[config.mk]
export PLATFORM = sky130hd
export DESIGN_NAME = variable_partition_allocator_core
export DESIGN_NICKNAME = d
export VERILOG_FILES = /design/src/rtl/vpa_pkg.sv /design/src/rtl/vpa_scan_unit.sv /design/src/rtl/variable_partition_allocator_core.sv
export SDC_FILE = /design/constraint.sdc
export NUM_CORES = 2
export LEC_CHECK = 0
export BUFFER_PORTS_ARGS = -buffer_cell sky130_fd_sc_hd__buf_2
export CAP_MARGIN = 20
export CORE_UTILIZATION = 38
export DETAILED_ROUTE_END_ITERATION = 10
export HOLD_SLACK_MARGIN = 0.12
export PLACE_DENSITY = 0.64
export SETUP_SLACK_MARGIN = 0.2
export SYNTH_ARGS = -nofsm -noshare
export SYNTH_HDL_FRONTEND = slang
export SYNTH_SLANG_ARGS = --single-unit
export TNS_END_PERCENT = 100
[constraint.sdc]
create_clock -name i_clk -period 18.9 [get_ports i_clk]
set_input_delay 1.89 -clock i_clk [delete_from_list [all_inputs] [get_ports i_clk]]
set_output_delay 1.89 -clock i_clk [all_outputs]
set_load 0.01 [all_outputs]
[src/rtl/vpa_pkg.sv]
// Shared types, constants and helper functions of the variable partition allocator.
// Depends on nothing; every other file refers to it by scoped names.
`default_nettype none
package vpa_pkg;

    localparam int ADDR_BITS = 20;
    localparam int MAX_HOLES = 16;
    localparam int MAX_PROCS = 16;

    localparam int LEN_W      = ADDR_BITS + 1;
    localparam int HIDX_W     = $clog2(MAX_HOLES);
    localparam int PIDX_W     = $clog2(MAX_PROCS);
    localparam int PID_W      = 16;
    localparam int SIZE_W     = 21;
    localparam int OFF_W      = 20;
    localparam int OUT_ADDR_W = 20;
    localparam int CFG_W      = 21;
    localparam int CFG_IDX_W  = 1;
    // Wide enough for any size, length, or end-of-region sum.
    localparam int WIDE_W     = ((SIZE_W > LEN_W) ? SIZE_W : LEN_W) + 1;

    localparam logic [CFG_IDX_W-1:0] CFG_FIT_POLICY  = CFG_IDX_W'(0);
    localparam logic [CFG_IDX_W-1:0] CFG_MEMORY_SIZE = CFG_IDX_W'(1);
    localparam logic [CFG_W-1:0]     MEMORY_SIZE_RST = CFG_W'(1048576);

    typedef enum logic [1:0] {
        OP_ALLOC   = 2'd0,
        OP_FREE    = 2'd1,
        OP_XLATE   = 2'd2,
        OP_COMPACT = 2'd3
    } t_opcode;

    typedef enum logic [2:0] {
        ST_OK     = 3'd0,
        ST_NO_FIT = 3'd1,
        ST_NO_PID = 3'd2,
        ST_BOUND  = 3'd3,
        ST_FULL   = 3'd4,
        ST_DUP    = 3'd5
    } t_status;

    typedef enum logic [1:0] {
        SM_FIT = 2'd0,   // hole fit search (first or best)
        SM_ADJ = 2'd1,   // neighbor search for a released region
        SM_LOW = 2'd2    // lowest base among remaining owners
    } t_scan_mode;

    typedef struct packed {
        t_opcode             opcode;
        logic [PID_W-1:0]    pid;
        logic [SIZE_W-1:0]   request_size;
        logic [OFF_W-1:0]    offset;
    } t_in_beat;

    typedef struct packed {
        logic [2:0]            status;
        logic [OUT_ADDR_W-1:0] address;
    } t_out_beat;

    typedef struct packed {
        logic                 valid;
        logic [ADDR_BITS-1:0] start;
        logic [LEN_W-1:0]     len;
    } t_cand;

    typedef struct packed {
        logic take;
        logic prev;
        logic next;
    } t_scan_flags;

    // Usable bytes: memory size saturated at the address span.
    function automatic logic [LEN_W-1:0] usable_size(input logic [CFG_W-1:0] ms);
        logic [32:0] m33;
        logic [32:0] cap33;
        m33   = 33'(ms);
        cap33 = 33'(1) << ADDR_BITS;
        return LEN_W'((m33 > cap33) ? cap33 : m33);
    endfunction

endpackage
`default_nettype wire

[src/rtl/vpa_scan_unit.sv]
// Shared compare unit of the allocator: judges one table entry against the running pick or a freed region.
// Depends on vpa_pkg.
`default_nettype none
module vpa_scan_unit (
    input  vpa_pkg::t_scan_mode             i_mode,
    input  logic                            i_policy,
    input  vpa_pkg::t_cand                  i_cand,
    input  logic                            i_best_hit,
    input  logic [vpa_pkg::ADDR_BITS-1:0]   i_best_start,
    input  logic [vpa_pkg::LEN_W-1:0]       i_best_len,
    input  logic [vpa_pkg::WIDE_W-1:0]      i_key_a,
    input  logic [vpa_pkg::WIDE_W-1:0]      i_key_b,
    output vpa_pkg::t_scan_flags            o_flags
);

    logic [vpa_pkg::WIDE_W-1:0] w_start;
    logic [vpa_pkg::WIDE_W-1:0] w_len;
    logic [vpa_pkg::WIDE_W-1:0] w_end;
    logic                       w_lower;
    logic                       w_smaller;
    logic                       w_fit;
    logic                       w_prev;

    assign w_start   = vpa_pkg::WIDE_W'(i_cand.start);
    assign w_len     = vpa_pkg::WIDE_W'(i_cand.len);
    assign w_end     = w_start + w_len;
    assign w_lower   = i_cand.start < i_best_start;
    assign w_smaller = (i_cand.len < i_best_len)
                    || ((i_cand.len == i_best_len) && w_lower);
    assign w_fit     = i_cand.valid && (w_len >= i_key_a);
    assign w_prev    = i_cand.valid && (w_end == i_key_a);

    always_comb begin
        o_flags = '0;
        case (i_mode)
            vpa_pkg::SM_FIT: begin
                o_flags.take = w_fit && (!i_best_hit || (i_policy ? w_smaller : w_lower));
            end
            vpa_pkg::SM_ADJ: begin
                o_flags.prev = w_prev;
                o_flags.next = i_cand.valid && !w_prev && (w_start == (i_key_a + i_key_b));
            end
            vpa_pkg::SM_LOW: begin
                o_flags.take = i_cand.valid && (!i_best_hit || w_lower);
            end
            default: begin
                o_flags = '0;
            end
        endcase
    end

endmodule
`default_nettype wire

[src/rtl/variable_partition_allocator_core.sv]
// Top level of the variable partition allocator: hole and owner tables, sequencer, I/O.
// Depends on vpa_pkg and vpa_scan_unit.
// Throughput: one request at a time, paced by 16-entry scans: an owner scan, then
// a hole scan through the shared compare unit for allocate/free; compact runs an
// owner scan through the unit per placed owner, plus a final one that finds none.
// Reset: one hole spans 1048576 bytes, no owners, first fit; no clearing pass.
`default_nettype none
module variable_partition_allocator_core (
    input  wire logic                             i_clk,
    input  wire logic                             i_rst_n,
    input  wire logic                             i_in_valid,
    output      logic                             o_in_ready,
    input  wire vpa_pkg::t_in_beat                i_in_data,
    output      logic                             o_out_valid,
    input  wire logic                             i_out_ready,
    output      vpa_pkg::t_out_beat               o_out_data,
    input  wire logic                             i_cfg_we,
    input  wire logic [vpa_pkg::CFG_IDX_W-1:0]    i_cfg_idx,
    input  wire logic [vpa_pkg::CFG_W-1:0]        i_cfg_data
);

    typedef enum logic [8:0] {
        S_IDLE  = 9'b000000001,
        S_OSCAN = 9'b000000010,
        S_ODEC  = 9'b000000100,
        S_HSCAN = 9'b000001000,
        S_APPLY = 9'b000010000,
        S_MERGE = 9'b000100000,
        S_CPICK = 9'b001000000,
        S_CMOVE = 9'b010000000,
        S_DONE  = 9'b100000000
    } t_state;

    // Hole table: entry valid bits in flops, reset leaves only entry 0 valid at once.
    logic [vpa_pkg::ADDR_BITS-1:0] r_hstart [vpa_pkg::MAX_HOLES];
    logic [vpa_pkg::LEN_W-1:0]     r_hlen   [vpa_pkg::MAX_HOLES];
    logic [vpa_pkg::MAX_HOLES-1:0] r_hvalid;
    // Owner table: data undefined until written.
    logic [vpa_pkg::PID_W-1:0]     r_opid   [vpa_pkg::MAX_PROCS];
    logic [vpa_pkg::ADDR_BITS-1:0] r_obase  [vpa_pkg::MAX_PROCS];
    logic [vpa_pkg::LEN_W-1:0]     r_olen   [vpa_pkg::MAX_PROCS];
    logic [vpa_pkg::MAX_PROCS-1:0] r_ovalid;

    logic                          r_policy;
    logic [vpa_pkg::CFG_W-1:0]     r_msize;

    t_state                        r_state;
    logic [vpa_pkg::HIDX_W-1:0]    r_hidx;
    logic [vpa_pkg::PIDX_W-1:0]    r_pidx;

    // Latched request.
    vpa_pkg::t_opcode              r_op;
    logic [vpa_pkg::PID_W-1:0]     r_pid;
    logic [vpa_pkg::SIZE_W-1:0]    r_req;
    logic [vpa_pkg::OFF_W-1:0]     r_off;

    // Owner scan results (also the compact pick).
    logic                          r_o_hit;
    logic [vpa_pkg::PIDX_W-1:0]    r_o_idx;
    logic [vpa_pkg::ADDR_BITS-1:0] r_o_base;
    logic [vpa_pkg::LEN_W-1:0]     r_o_len;
    logic                          r_f_hit;
    logic [vpa_pkg::PIDX_W-1:0]    r_f_idx;

    // Hole scan results: chosen hole on allocate, preceding neighbor on free.
    logic                          r_b_hit;
    logic [vpa_pkg::HIDX_W-1:0]    r_b_idx;
    logic [vpa_pkg::ADDR_BITS-1:0] r_b_start;
    logic [vpa_pkg::LEN_W-1:0]     r_b_len;
    logic                          r_n_hit;
    logic [vpa_pkg::HIDX_W-1:0]    r_n_idx;
    logic [vpa_pkg::LEN_W-1:0]     r_n_len;
    logic                          r_e_hit;
    logic [vpa_pkg::HIDX_W-1:0]    r_e_idx;

    logic [vpa_pkg::MAX_PROCS-1:0] r_done;
    logic [vpa_pkg::LEN_W-1:0]     r_packed;

    vpa_pkg::t_status              r_status;
    logic [vpa_pkg::OUT_ADDR_W-1:0] r_addr;
    logic                          r_out_valid;
    vpa_pkg::t_out_beat            r_out;

    logic                          w_in_fire;
    logic                          w_h_last;
    logic                          w_p_last;
    logic [vpa_pkg::LEN_W-1:0]     w_usable;
    logic [vpa_pkg::LEN_W-1:0]     w_cfg_usable;
    logic [vpa_pkg::WIDE_W-1:0]    w_req_w;
    vpa_pkg::t_scan_mode           w_mode;
    vpa_pkg::t_cand                w_cand;
    logic [vpa_pkg::WIDE_W-1:0]    w_key_a;
    vpa_pkg::t_scan_flags          w_flags;

    assign o_in_ready   = (r_state == S_IDLE);
    assign w_in_fire    = i_in_valid && o_in_ready;
    assign o_out_valid  = r_out_valid;
    assign o_out_data   = r_out;
    assign w_h_last     = (r_hidx == vpa_pkg::HIDX_W'(vpa_pkg::MAX_HOLES - 1));
    assign w_p_last     = (r_pidx == vpa_pkg::PIDX_W'(vpa_pkg::MAX_PROCS - 1));
    assign w_usable     = vpa_pkg::usable_size(r_msize);
    assign w_cfg_usable = vpa_pkg::usable_size(i_cfg_data);
    assign w_req_w      = vpa_pkg::WIDE_W'(r_req);

    // Feed the shared compare unit: holes during the hole scan, owners during compact.
    always_comb begin
        if (r_state == S_CPICK) begin
            w_mode       = vpa_pkg::SM_LOW;
            w_cand.valid = r_ovalid[r_pidx] && !r_done[r_pidx];
            w_cand.start = r_obase[r_pidx];
            w_cand.len   = r_olen[r_pidx];
        end else begin
            w_mode       = (r_op == vpa_pkg::OP_ALLOC) ? vpa_pkg::SM_FIT : vpa_pkg::SM_ADJ;
            w_cand.valid = r_hvalid[r_hidx];
            w_cand.start = r_hstart[r_hidx];
            w_cand.len   = r_hlen[r_hidx];
        end
        w_key_a = (r_op == vpa_pkg::OP_ALLOC) ? w_req_w : vpa_pkg::WIDE_W'(r_o_base);
    end

    vpa_scan_unit u_scan (
        .i_mode       (w_mode),
        .i_policy     (r_policy),
        .i_cand       (w_cand),
        .i_best_hit   ((r_state == S_CPICK) ? r_o_hit : r_b_hit),
        .i_best_start ((r_state == S_CPICK) ? r_o_base : r_b_start),
        .i_best_len   (r_b_len),
        .i_key_a      (w_key_a),
        .i_key_b      (vpa_pkg::WIDE_W'(r_o_len)),
        .o_flags      (w_flags)
    );

    always_ff @(posedge i_clk) begin
        if (!i_rst_n) begin
            r_state     <= S_IDLE;
            r_policy    <= 1'b0;
            r_msize     <= vpa_pkg::MEMORY_SIZE_RST;
            r_hvalid    <= vpa_pkg::MAX_HOLES'(1);
            r_hstart[0] <= '0;
            r_hlen[0]   <= vpa_pkg::usable_size(vpa_pkg::MEMORY_SIZE_RST);
            r_ovalid    <= '0;
            r_out_valid <= 1'b0;
            r_hidx      <= '0;
            r_pidx      <= '0;
        end else begin
            // Drop the result beat once taken, unless a new one replaces it.
            if (r_out_valid && i_out_ready && (r_state != S_DONE)) begin
                r_out_valid <= 1'b0;
            end

            // Configuration writes must arrive only while idle; the block itself does not enforce it.
            if (i_cfg_we) begin
                if (i_cfg_idx == vpa_pkg::CFG_FIT_POLICY) begin
                    r_policy <= i_cfg_data[0];
                end else if (i_cfg_idx == vpa_pkg::CFG_MEMORY_SIZE) begin
                    // Re-initialize: no owners, one hole over the usable size if that is nonzero.
                    r_msize     <= i_cfg_data;
                    r_ovalid    <= '0;
                    r_hvalid    <= vpa_pkg::MAX_HOLES'(w_cfg_usable != '0);
                    r_hstart[0] <= '0;
                    r_hlen[0]   <= w_cfg_usable;
                end
            end

            case (r_state)
                S_IDLE: begin
                    if (w_in_fire) begin
                        r_op     <= i_in_data.opcode;
                        r_pid    <= i_in_data.pid;
                        r_req    <= i_in_data.request_size;
                        r_off    <= i_in_data.offset;
                        r_hidx   <= '0;
                        r_pidx   <= '0;
                        r_o_hit  <= 1'b0;
                        r_f_hit  <= 1'b0;
                        r_b_hit  <= 1'b0;
                        r_n_hit  <= 1'b0;
                        r_e_hit  <= 1'b0;
                        r_done   <= '0;
                        r_packed <= '0;
                        r_addr   <= '0;
                        if (i_in_data.opcode == vpa_pkg::OP_COMPACT) begin
                            r_status <= vpa_pkg::ST_OK;
                            r_state  <= S_CPICK;
                        end else if ((i_in_data.opcode == vpa_pkg::OP_ALLOC)
                                     && (i_in_data.request_size == '0)) begin
                            r_status <= vpa_pkg::ST_NO_FIT;
                            r_state  <= S_DONE;
                        end else begin
                            r_status <= vpa_pkg::ST_OK;
                            r_state  <= S_OSCAN;
                        end
                    end
                end

                S_OSCAN: begin
                    // Look up the pid and the first free owner slot.
                    if (r_ovalid[r_pidx] && (r_opid[r_pidx] == r_pid)) begin
                        r_o_hit  <= 1'b1;
                        r_o_idx  <= r_pidx;
                        r_o_base <= r_obase[r_pidx];
                        r_o_len  <= r_olen[r_pidx];
                    end
                    if (!r_ovalid[r_pidx] && !r_f_hit) begin
                        r_f_hit <= 1'b1;
                        r_f_idx <= r_pidx;
                    end
                    r_pidx <= r_pidx + 1'b1;
                    if (w_p_last) begin
                        r_state <= S_ODEC;
                    end
                end

                S_ODEC: begin
                    case (r_op)
                        vpa_pkg::OP_ALLOC: begin
                            if (r_o_hit) begin
                                r_status <= vpa_pkg::ST_DUP;
                                r_state  <= S_DONE;
                            end else if (!r_f_hit) begin
                                r_status <= vpa_pkg::ST_FULL;
                                r_state  <= S_DONE;
                            end else begin
                                r_state <= S_HSCAN;
                            end
                        end
                        vpa_pkg::OP_FREE: begin
                            if (!r_o_hit) begin
                                r_status <= vpa_pkg::ST_NO_PID;
                                r_state  <= S_DONE;
                            end else begin
                                r_state <= S_HSCAN;
                            end
                        end
                        vpa_pkg::OP_XLATE: begin
                            r_state <= S_DONE;
                            if (!r_o_hit) begin
                                r_status <= vpa_pkg::ST_NO_PID;
                            end else if (vpa_pkg::WIDE_W'(r_off)
                                         >= vpa_pkg::WIDE_W'(r_o_len)) begin
                                r_status <= vpa_pkg::ST_BOUND;
                            end else begin
                                r_addr <= vpa_pkg::OUT_ADDR_W'(vpa_pkg::WIDE_W'(r_o_base)
                                          + vpa_pkg::WIDE_W'(r_off));
                            end
                        end
                        default: begin
                            r_status <= vpa_pkg::ST_OK;
                            r_state  <= S_DONE;
                        end
                    endcase
                end

                S_HSCAN: begin
                    if (r_op == vpa_pkg::OP_ALLOC) begin
                        if (w_flags.take) begin
                            r_b_hit   <= 1'b1;
                            r_b_idx   <= r_hidx;
                            r_b_start <= w_cand.start;
                            r_b_len   <= w_cand.len;
                        end
                    end else begin
                        if (w_flags.prev) begin
                            r_b_hit   <= 1'b1;
                            r_b_idx   <= r_hidx;
                            r_b_start <= w_cand.start;
                            r_b_len   <= w_cand.len;
                        end
                        if (w_flags.next) begin
                            r_n_hit <= 1'b1;
                            r_n_idx <= r_hidx;
                            r_n_len <= w_cand.len;
                        end
                        if (!r_hvalid[r_hidx] && !r_e_hit) begin
                            r_e_hit <= 1'b1;
                            r_e_idx <= r_hidx;
                        end
                    end
                    r_hidx <= r_hidx + 1'b1;
                    if (w_h_last) begin
                        r_state <= S_APPLY;
                    end
                end

                S_APPLY: begin
                    if (r_op == vpa_pkg::OP_ALLOC) begin
                        r_state <= S_DONE;
                        if (!r_b_hit) begin
                            r_status <= vpa_pkg::ST_NO_FIT;
                        end else begin
                            // Carve the grant from the front of the chosen hole.
                            r_hstart[r_b_idx] <= vpa_pkg::ADDR_BITS'(
                                                 vpa_pkg::WIDE_W'(r_b_start) + w_req_w);
                            r_hlen[r_b_idx]   <= vpa_pkg::LEN_W'(
                                                 vpa_pkg::WIDE_W'(r_b_len) - w_req_w);
                            r_hvalid[r_b_idx] <= (vpa_pkg::WIDE_W'(r_b_len) != w_req_w);
                            r_ovalid[r_f_idx] <= 1'b1;
                            r_opid[r_f_idx]   <= r_pid;
                            r_obase[r_f_idx]  <= r_b_start;
                            r_olen[r_f_idx]   <= vpa_pkg::LEN_W'(r_req);
                            r_addr            <= vpa_pkg::OUT_ADDR_W'(r_b_start);
                        end
                    end else begin
                        if (r_b_hit && r_n_hit) begin
                            r_hlen[r_b_idx]   <= r_b_len + r_o_len + r_n_len;
                            r_ovalid[r_o_idx] <= 1'b0;
                            r_state           <= S_MERGE;
                        end else if (r_b_hit) begin
                            r_hlen[r_b_idx]   <= r_b_len + r_o_len;
                            r_ovalid[r_o_idx] <= 1'b0;
                            r_state           <= S_DONE;
                        end else if (r_n_hit) begin
                            r_hstart[r_n_idx] <= r_o_base;
                            r_hlen[r_n_idx]   <= r_n_len + r_o_len;
                            r_ovalid[r_o_idx] <= 1'b0;
                            r_state           <= S_DONE;
                        end else if (r_e_hit) begin
                            r_hvalid[r_e_idx] <= 1'b1;
                            r_hstart[r_e_idx] <= r_o_base;
                            r_hlen[r_e_idx]   <= r_o_len;
                            r_ovalid[r_o_idx] <= 1'b0;
                            r_state           <= S_DONE;
                        end else begin
                            // Isolated region and no hole slot: keep the allocation.
                            r_status <= vpa_pkg::ST_FULL;
                            r_state  <= S_DONE;
                        end
                    end
                end

                S_MERGE: begin
                    // The following hole was absorbed into the preceding one.
                    r_hvalid[r_n_idx] <= 1'b0;
                    r_state           <= S_DONE;
                end

                S_CPICK: begin
                    // Find the lowest-based owner not yet moved.
                    if (w_flags.take) begin
                        r_o_hit  <= 1'b1;
                        r_o_idx  <= r_pidx;
                        r_o_base <= w_cand.start;
                        r_o_len  <= w_cand.len;
                    end
                    r_pidx <= r_pidx + 1'b1;
                    if (w_p_last) begin
                        r_state <= S_CMOVE;
                    end
                end

                S_CMOVE: begin
                    if (r_o_hit) begin
                        r_obase[r_o_idx] <= vpa_pkg::ADDR_BITS'(r_packed);
                        r_done[r_o_idx]  <= 1'b1;
                        r_packed         <= r_packed + r_o_len;
                        r_o_hit          <= 1'b0;
                        r_pidx           <= '0;
                        r_state          <= S_CPICK;
                    end else begin
                        // All owners packed: leave one hole at the top if any space remains.
                        r_hvalid <= vpa_pkg::MAX_HOLES'(r_packed < w_usable);
                        r_hstart[0] <= vpa_pkg::ADDR_BITS'(r_packed);
                        r_hlen[0]   <= w_usable - r_packed;
                        r_state     <= S_DONE;
                    end
                end

                S_DONE: begin
                    // Hold until the output register is free.
                    if (!r_out_valid || i_out_ready) begin
                        r_out_valid    <= 1'b1;
                        r_out.status   <= r_status;
                        r_out.address  <= r_addr;
                        r_state        <= S_IDLE;
                    end
                end

                default: begin
                    r_state <= S_IDLE;
                end
            endcase
        end
    end

    // A zero-size allocate goes straight to a no-fit answer.
    a_zero_req: assert property (@(posedge i_clk) disable iff (!i_rst_n)
        (w_in_fire && (i_in_data.opcode == vpa_pkg::OP_ALLOC)
         && (i_in_data.request_size == '0))
        |=> (r_state == S_DONE) && (r_status == vpa_pkg::ST_NO_FIT))
        else $error("zero-size allocate not rejected");

    // The chosen hole must really hold the request.
    a_fit_len: assert property (@(posedge i_clk) disable iff (!i_rst_n)
        ((r_state == S_APPLY) && (r_op == vpa_pkg::OP_ALLOC) && r_b_hit)
        |-> (vpa_pkg::WIDE_W'(r_b_len) >= w_req_w))
        else $error("selected hole smaller than request");

    // Neighbors of a released region are two different holes.
    a_merge_pair: assert property (@(posedge i_clk) disable iff (!i_rst_n)
        ((r_state == S_APPLY) && (r_op == vpa_pkg::OP_FREE) && r_b_hit && r_n_hit)
        |-> (r_b_idx != r_n_idx))
        else $error("preceding and following hole coincide");

    // Compact never moves the same owner twice.
    a_pack_once: assert property (@(posedge i_clk) disable iff (!i_rst_n)
        ((r_state == S_CMOVE) && r_o_hit) |-> !r_done[r_o_idx])
        else $error("owner packed twice");

endmodule
`default_nettype wire

# --- Word level (Yosys, flattened, before mapping) ---
# Memories as Yosys holds them, arrays and structs flattened. A register that Yosys moved wholly into a read port is not among the register bits.
# Index checks and enable logic that the tools add are counted.
classes:
  bitwise_logic: 15
  div: 0
  n_mux: 205
  eq_ne: 50
  shifts: 0
  n_addsub: 12
  magnitude_cmp: 19
  multipliers: 0
  reduce_logical: 72
op_table:
  columns: ["operator", "count"]
  rows:
  - ["two-way mux 16 bit", 22]
  - ["two-way mux 20 bit", 16]
  - ["two-way mux 21 bit", 15]
  - ["two-way mux 9 bit", 13]
  - ["two-way mux 4 bit", 22]
  - ["adder 21 bit", 4]
  - ["case mux 21 bit (2 select lines)", 2]
  - ["case mux 9 bit (9 select lines)", 1]
  - ["two-way mux 1 bit", 74]
  - ["case mux 20 bit (3 select lines)", 1]
  - ["OR reduction 20 bit", 3]
  - ["bitwise OR 16 bit", 3]
  - ["case mux 16 bit (3 select lines)", 1]
  - ["> comparator 21 bit (second input constant)", 2]
  - ["< comparator 21 bit", 2]
  - ["two-way mux 42 bit", 1]
  - ["OR reduction 21 bit", 2]
  - ["subtractor 21 bit", 2]
  - ["adder 20 bit", 2]
  - ["case mux 20 bit (2 select lines)", 1]
  - ["two-way mux 3 bit", 12]
  - ["< comparator 4 x 5 -> 1 bit (second input constant)", 7]
  - ["AND 16 bit", 2]
  - ["inverter 16 bit", 2]
  - ["other kinds (59)", 161]
word_totals:
  latch_bits: 0
  mem_bits_ro: 0
  wordCells: 411
  inputBits: 86
  register_bits: 342
  mem_count: 5
  output_inout_bits: 25
  mem_bits_rw: 1568
memory_table:
  columns: ["name", "words", "width", "rd", "rd_ports_with_merged_regs", "wr", "line", "source"]
  rows:
  - ["r_hlen", 16, 21, 1, 1, 2, "variable_partition_allocator_core.sv:36", "logic [vpa_pkg::LEN_W-1:0] r_hlen [vpa_pkg::MAX_HOLES];"]
  - ["r_olen", 16, 21, 1, 1, 1, "variable_partition_allocator_core.sv:41", "logic [vpa_pkg::LEN_W-1:0] r_olen [vpa_pkg::MAX_PROCS];"]
  - ["r_hstart", 16, 20, 1, 1, 2, "variable_partition_allocator_core.sv:35", "logic [vpa_pkg::ADDR_BITS-1:0] r_hstart [vpa_pkg::MAX_HOLES];"]
  - ["r_obase", 16, 20, 1, 1, 1, "variable_partition_allocator_core.sv:40", "logic [vpa_pkg::ADDR_BITS-1:0] r_obase [vpa_pkg::MAX_PROCS];"]
  - ["r_opid", 16, 16, 1, 1, 1, "variable_partition_allocator_core.sv:39", "logic [vpa_pkg::PID_W-1:0] r_opid [vpa_pkg::MAX_PROCS];"]

# --- Logic depth before layout (Yosys ltp) ---
depth:
  word_depth: 15
  mapped_depth: 26
  ltp_nobuf: 21

# --- Hierarchy ---
# A second synthesis with hierarchy kept.
hier_totals:
  hier_cells: 5531
  area_unflattened_um2: 87612.8
modules_own_cells:
  columns: ["module", "cells_each", "seq_area_each_um2", "area_per_inst_um2", "n_inst"]
  rows:
  - ["variable_partition_allocator_core", 4916, 56794.5, 83234.8, 1]
  - ["vpa_scan_unit", 615, 0.0, 4377.9, 1]

# --- Worst setup path before layout ---
# No wires, ideal clock.
synth_path:
  path_type: "register to register"
  from: "register with a tool-made name"
  to: "register r_o_base[0] in the netlist's numbering, enable pin"
  n_path_buf: 8
  slack_ns: 9.052
  synth_period_minus_slack_ns: 9.848
  path_stages_with_launch: 23
  setup_time_ns: 0.559
  required_ns: 18.341
  arrival_time_ns: 9.288
  cell_sequence: "dfxtp_1 buf_2 buf_6 buf_6 buf_4 buf_2 buf_2 buf_2 buf_2 mux4_2 mux4_2 nand2_1 nand2_1 ha_1 and3_1 and3_1 a221oi_1 o211ai_1 a31oi_1 o31a_1 o31ai_1 a21oi_1 nor4_1"
synth_lines:
  columns: ["element", "line", "source"]
  rows:
  - ["to (signal assigned)", "variable_partition_allocator_core.sv:201", "r_o_base <= r_obase[r_pidx];"]
  - ["to (signal assigned)", "variable_partition_allocator_core.sv:342", "r_o_base <= w_cand.start;"]
  - ["to (decl)", "variable_partition_allocator_core.sv:60", "logic [vpa_pkg::ADDR_BITS-1:0] r_o_base;"]

==> summary.txt <==
STA
  – Final Max Tran Viols: 0
  – Total of endpoints with negative setup slack in the final report: 0
  – Final hold viol count: 0
  – Slew margin rel.: 0.228
  – Period utilization: 0.497
  – Worst setup skew after layout: 0.0450 ns
  – Max Clk Rate: around 0.11 GHz
  – Final total negative setup slack: 0 ns
  – Min Tclk post-route: around 9.4 ns
  – Slew at the pin closest to its max-slew limit: between 1 and 1.5 ns
  – RSZ-0062 raised after global routing: false

Setup path
  – Critical path capture point: r_b_len[0]
  – Arrival time at the worst endpoint: just under 10 ns
  – CP required: between 15 and 20 ns
  – Category of the worst setup path capture point: register
  – Cells on worst reg2reg path: 21
  – Worst setup path category: register to register
  – Destination of the worst register-to-register timing path: r_b_len[0]
  – Worst setup SP type: register
  – Reg2Reg Setup Slack: ~9.5 ns
  – Critical-path maximum fanout: 94

Die
  – Die height: ~480 um
  – Full die area: 232000 um2
  – Top-level port count: roughly 110
  – # rows: 175
  – Effective utilization at floorplan: 0.383
  – Core region area: approximately 230000 um2
  – Die boundary width: roughly 480 um

Global route
  – Vias in the first global route: between 50000 and 60000
  – Largest net degree at the start of global routing: 95
  – Wire length of the first global-routing pass: approximately 380000 um
  – GRT overflow: 0
  – Global-route usage over all layers: 0.229
  – Number of antenna violations at the first check in global routing: 14

CTS
  – CTS tree: built
  – Clock Latency Late Sink: 0.85 ns
  – Depth of the CTS H-tree: 4
  – Reg clk slew, reported paths: 0.07 ns
  – Clock root cell: sky130_fd_sc_hd__clkbuf_16
  – Post-CTS Hold Fix Bufs: 0
  – Post-CTS Resized: 0
  – Clock buffers created by TritonCTS: 182
  – Setup Buffers After CTS: 0
  – Clk buf depth: 3
  – Clock tree sinks: 1918

Power and ir drop
  – Total leakage power: 32.7 nW
  – Max rail drop VDD: 0.000107 V
  – PwrDens: just over 100 nW/um2

Finish
  – Net total in the final layout: 6142
  – Area occupied by multi-input gates: around 29000 um2
  – Layout cells sized above 1: 0.201
  – Layout-stage area growth over the synthesis result: 12.7%
  – Cell area after layout: slightly below 100000 um2
  – Sequential cell area in the final layout: 56800 um2
  – Fill cell count: 20000

Logic synthesis
  – Synth top cells by count: sky130_fd_sc_hd__edfxtp_1, sky130_fd_sc_hd__mux4_2, sky130_fd_sc_hd__nand2_1
  – Post-synthesis register bit count: around 1900
  – Yosys top cell area share: 0.631
  – Sequential area share after synthesis: 0.649
  – Post-synthesis share of cell area spent on full adders, half adders and majority gates: 0.0433
  – Fraction of synthesized area in multiplexers: 0.133
  – Xor and xnor fraction of the mapped netlist area: 0.0200
  – Primary FF master, synth: sky130_fd_sc_hd__edfxtp_1
  – Number of flops mapped to enable cells by yosys: between 1500 and 2000
  – Number of warnings issued by yosys: 0
  – Combinational family with the most area after synthesis: multiplexers
  – Synthesized area per cell: 15.9 um2
  – Cells after synthesis: 5501
  – Cell type with the largest total area after synthesis: sky130_fd_sc_hd__edfxtp_1
  – Leading cell type by number of instances after synthesis: sky130_fd_sc_hd__edfxtp_1
  – Synth unique cells: 95
  – Most area-consuming cells after synthesis: sky130_fd_sc_hd__edfxtp_1, sky130_fd_sc_hd__mux4_2, sky130_fd_sc_hd__ha_1
  – Cell Area, Synth: between 80000 and 90000 um2
  – Post-Syn Nets: around 6000
  – Synthesized-area fraction occupied by ao, oa, aoi and oai cells: 0.0723
  – Async set-reset flop share out of synthesis: 0
  – Share of synthesized cell area in and, or, nand and nor gates: 0.0627

Placement
  – Port buffer count: 110
  – Total cell area at the placement stage: just over 90000 um2
  – Routability congestion estimate: roughly 0.96
  – Placed wire-length estimate after detailed placement: around 180000 um

Worst hold path
  – Hold crit path type: register to register

Flow run
  – Max-capacitance violation count: 0

Routing
  – Pre-antenna DRT Iters: 6
  – Starting DRC count in detailed routing: between 5000 and 6000
  – WL per Instance: 30.0 um
  – Remaining DRCs: 0
  – Total wire length after detailed routing: 268000 um
  – Drt via density: between 5 and 6
  – Vias after detailed routing: 52600
  – Number of nets with antenna violations after routing: 0

Run status
  – Status: finished, final reports clean
==> report_power, final <==
group	internal [mW]	switching, mW
clock	2.00	1.61
combinational	0.507	0.888
sequential	4.86	0.101
total	7.36	2.60
==> cell type report <==
class / instances / share of cell area
Inverter: 168 / 0.00642
Sequential cell: 1918 / 0.577
Clock buffer: 228 / 0.0492
Tap cell: 3009 / 0.0382
Clock inverter: 110 / 0.0102
Antenna cell: 5 / 0.000127
Multi-Input combinational cell: 3188 / 0.298
Timing Repair Buffer: 301 / 0.0211
==> cell families (layout without fill, tap and decap cells) <==
| group | after synthesis | after routing |
|---|---|---|
| DFF | 1918 | 1918 |
| adders and majority gates | 297 | 297 |
| other | 0 | 5 |
| buffers and inverters | 395 | 807 |
| xor gates and xnor gates | 195 | 195 |
| AOI/OAI and AO/OA | 958 | 958 |
| and+or+nand+nor | 1156 | 1156 |
| muxes | 582 | 582 |
==> critical path: stages (launching register included) <==
cell and delay (ns):
sky130_fd_sc_hd__dfxtp_4 0.64, sky130_fd_sc_hd__buf_4 0.56, sky130_fd_sc_hd__buf_4 0.73, sky130_fd_sc_hd__buf_12 0.62, sky130_fd_sc_hd__buf_4 0.85, sky130_fd_sc_hd__mux4_2 0.62
sky130_fd_sc_hd__mux4_2 0.49, sky130_fd_sc_hd__nand2_1 0.13, sky130_fd_sc_hd__nand2_1 0.22, sky130_fd_sc_hd__ha_1 0.41, sky130_fd_sc_hd__xnor2_1 0.23, sky130_fd_sc_hd__xnor2_1 0.10
sky130_fd_sc_hd__a41oi_1 0.23, sky130_fd_sc_hd__nand4_1 0.15, sky130_fd_sc_hd__a2111oi_0 0.58, sky130_fd_sc_hd__nand3_1 0.15, sky130_fd_sc_hd__nor4_1 0.47, sky130_fd_sc_hd__nand4b_1 0.19
sky130_fd_sc_hd__or4_1 0.43, sky130_fd_sc_hd__o311a_1 0.35, sky130_fd_sc_hd__nor2_4 0.18, sky130_fd_sc_hd__buf_4 0.56
==> placed cells by master, fill, tap and decap left out, types with 21 or more instances in the layout <==
cell                        Yosys  routed
sky130_fd_sc_hd__buf_4         16     180
sky130_fd_sc_hd__nor2_2         0      47
sky130_fd_sc_hd__and3_1        31      30
sky130_fd_sc_hd__a21oi_1      236     235
sky130_fd_sc_hd__nand3_1       80      79
sky130_fd_sc_hd__nand2b_1      42      42
sky130_fd_sc_hd__clkinv_2       0      35
sky130_fd_sc_hd__xnor2_1      137     137
sky130_fd_sc_hd__a22oi_1       40      40
sky130_fd_sc_hd__xor2_1        55      55
sky130_fd_sc_hd__a31oi_1       37      37
sky130_fd_sc_hd__mux4_2       465     465
sky130_fd_sc_hd__dfxtp_1       80      73
sky130_fd_sc_hd__nor2_1       299     232
sky130_fd_sc_hd__and2_1        34      34
sky130_fd_sc_hd__edfxtp_1    1838    1838
sky130_fd_sc_hd__nor2b_1       63      63
sky130_fd_sc_hd__o21a_1        51      51
sky130_fd_sc_hd__buf_2         64     110
sky130_fd_sc_hd__mux2i_1      101     101
sky130_fd_sc_hd__a211oi_1      45      44
sky130_fd_sc_hd__o21ai_1        1      38
sky130_fd_sc_hd__o211ai_1      21      21
sky130_fd_sc_hd__nor4_1        29      27
sky130_fd_sc_hd__a21o_1        73      73
sky130_fd_sc_hd__clkbuf_1     116      36
sky130_fd_sc_hd__inv_1        162     162
sky130_fd_sc_hd__ha_1         287     286
sky130_fd_sc_hd__a211o_1       28      28
sky130_fd_sc_hd__nor3_1        66      64
sky130_fd_sc_hd__nor2_4         1      21
sky130_fd_sc_hd__a22o_1        25      25
sky130_fd_sc_hd__o21ai_0      206     167
sky130_fd_sc_hd__or3_1         28      28
sky130_fd_sc_hd__clkbuf_16      0     184
sky130_fd_sc_hd__nand2_1      378     378
sky130_fd_sc_hd__clkinv_1       3      39
sky130_fd_sc_hd__nand4_1       35      35
==> registers in the layout (all words and copies together) (netlist names), 20 cells and up, named ones only <==
signal      flops
o_out_data     23
r_addr         20
r_b_len        21
r_b_start      20
r_hlen        336
r_hstart      320
r_msize        21
r_n_len        21
r_o_base       20
r_o_len        21
r_obase       320
r_off          20
r_olen        336
r_opid        256
r_packed       21
r_req          21
==> worst min path at each step <==
stage               slack [ns]        endpoint  depth (start not counted)  startpoint
floorplan                 0.40   o_out_data[0]                          0   r_addr[0]
global placement          0.41   o_out_data[5]                          0   r_addr[5]
detailed placement        0.41  o_out_data[17]                          0  r_addr[17]
CTS                       0.43  o_out_data[11]                          0  r_addr[11]
global route              0.43  o_out_data[11]                          0  r_addr[11]
finish                    0.43  o_out_data[11]                          0  r_addr[11]
==> stage by stage <==
step / hold slack (ns) / util / cells / power, mW / setup WS, ns
floorplan: 0.400 / - / 5501 / 5.89 / 9.05
finish: 0.426 / 0.432 / 8927 / 9.97 / 9.50
CTS: 0.426 / 0.431 / 8908 / 10.0 / 9.22
detailed placement: 0.408 / 0.406 / 8570 / 6.42 / 9.25
global route: 0.426 / 0.432 / 8925 / 10.3 / 8.73
global placement: 0.405 / 0.405 / 8565 / 6.39 / 9.27
==> metal layers <==
metal | global-route usage | vias to the layer above | wire (um)
li1 | - | 22500 | -
met1 | 0.303 | 27100 | 107000
met2 | 0.364 | 2437 | 125000
met3 | 0.0402 | 520 | 20500
met4 | 0.116 | 2 | 14900
met5 | 0 | - | 13
No activity file was read; power rests on OpenSTA's default activity.
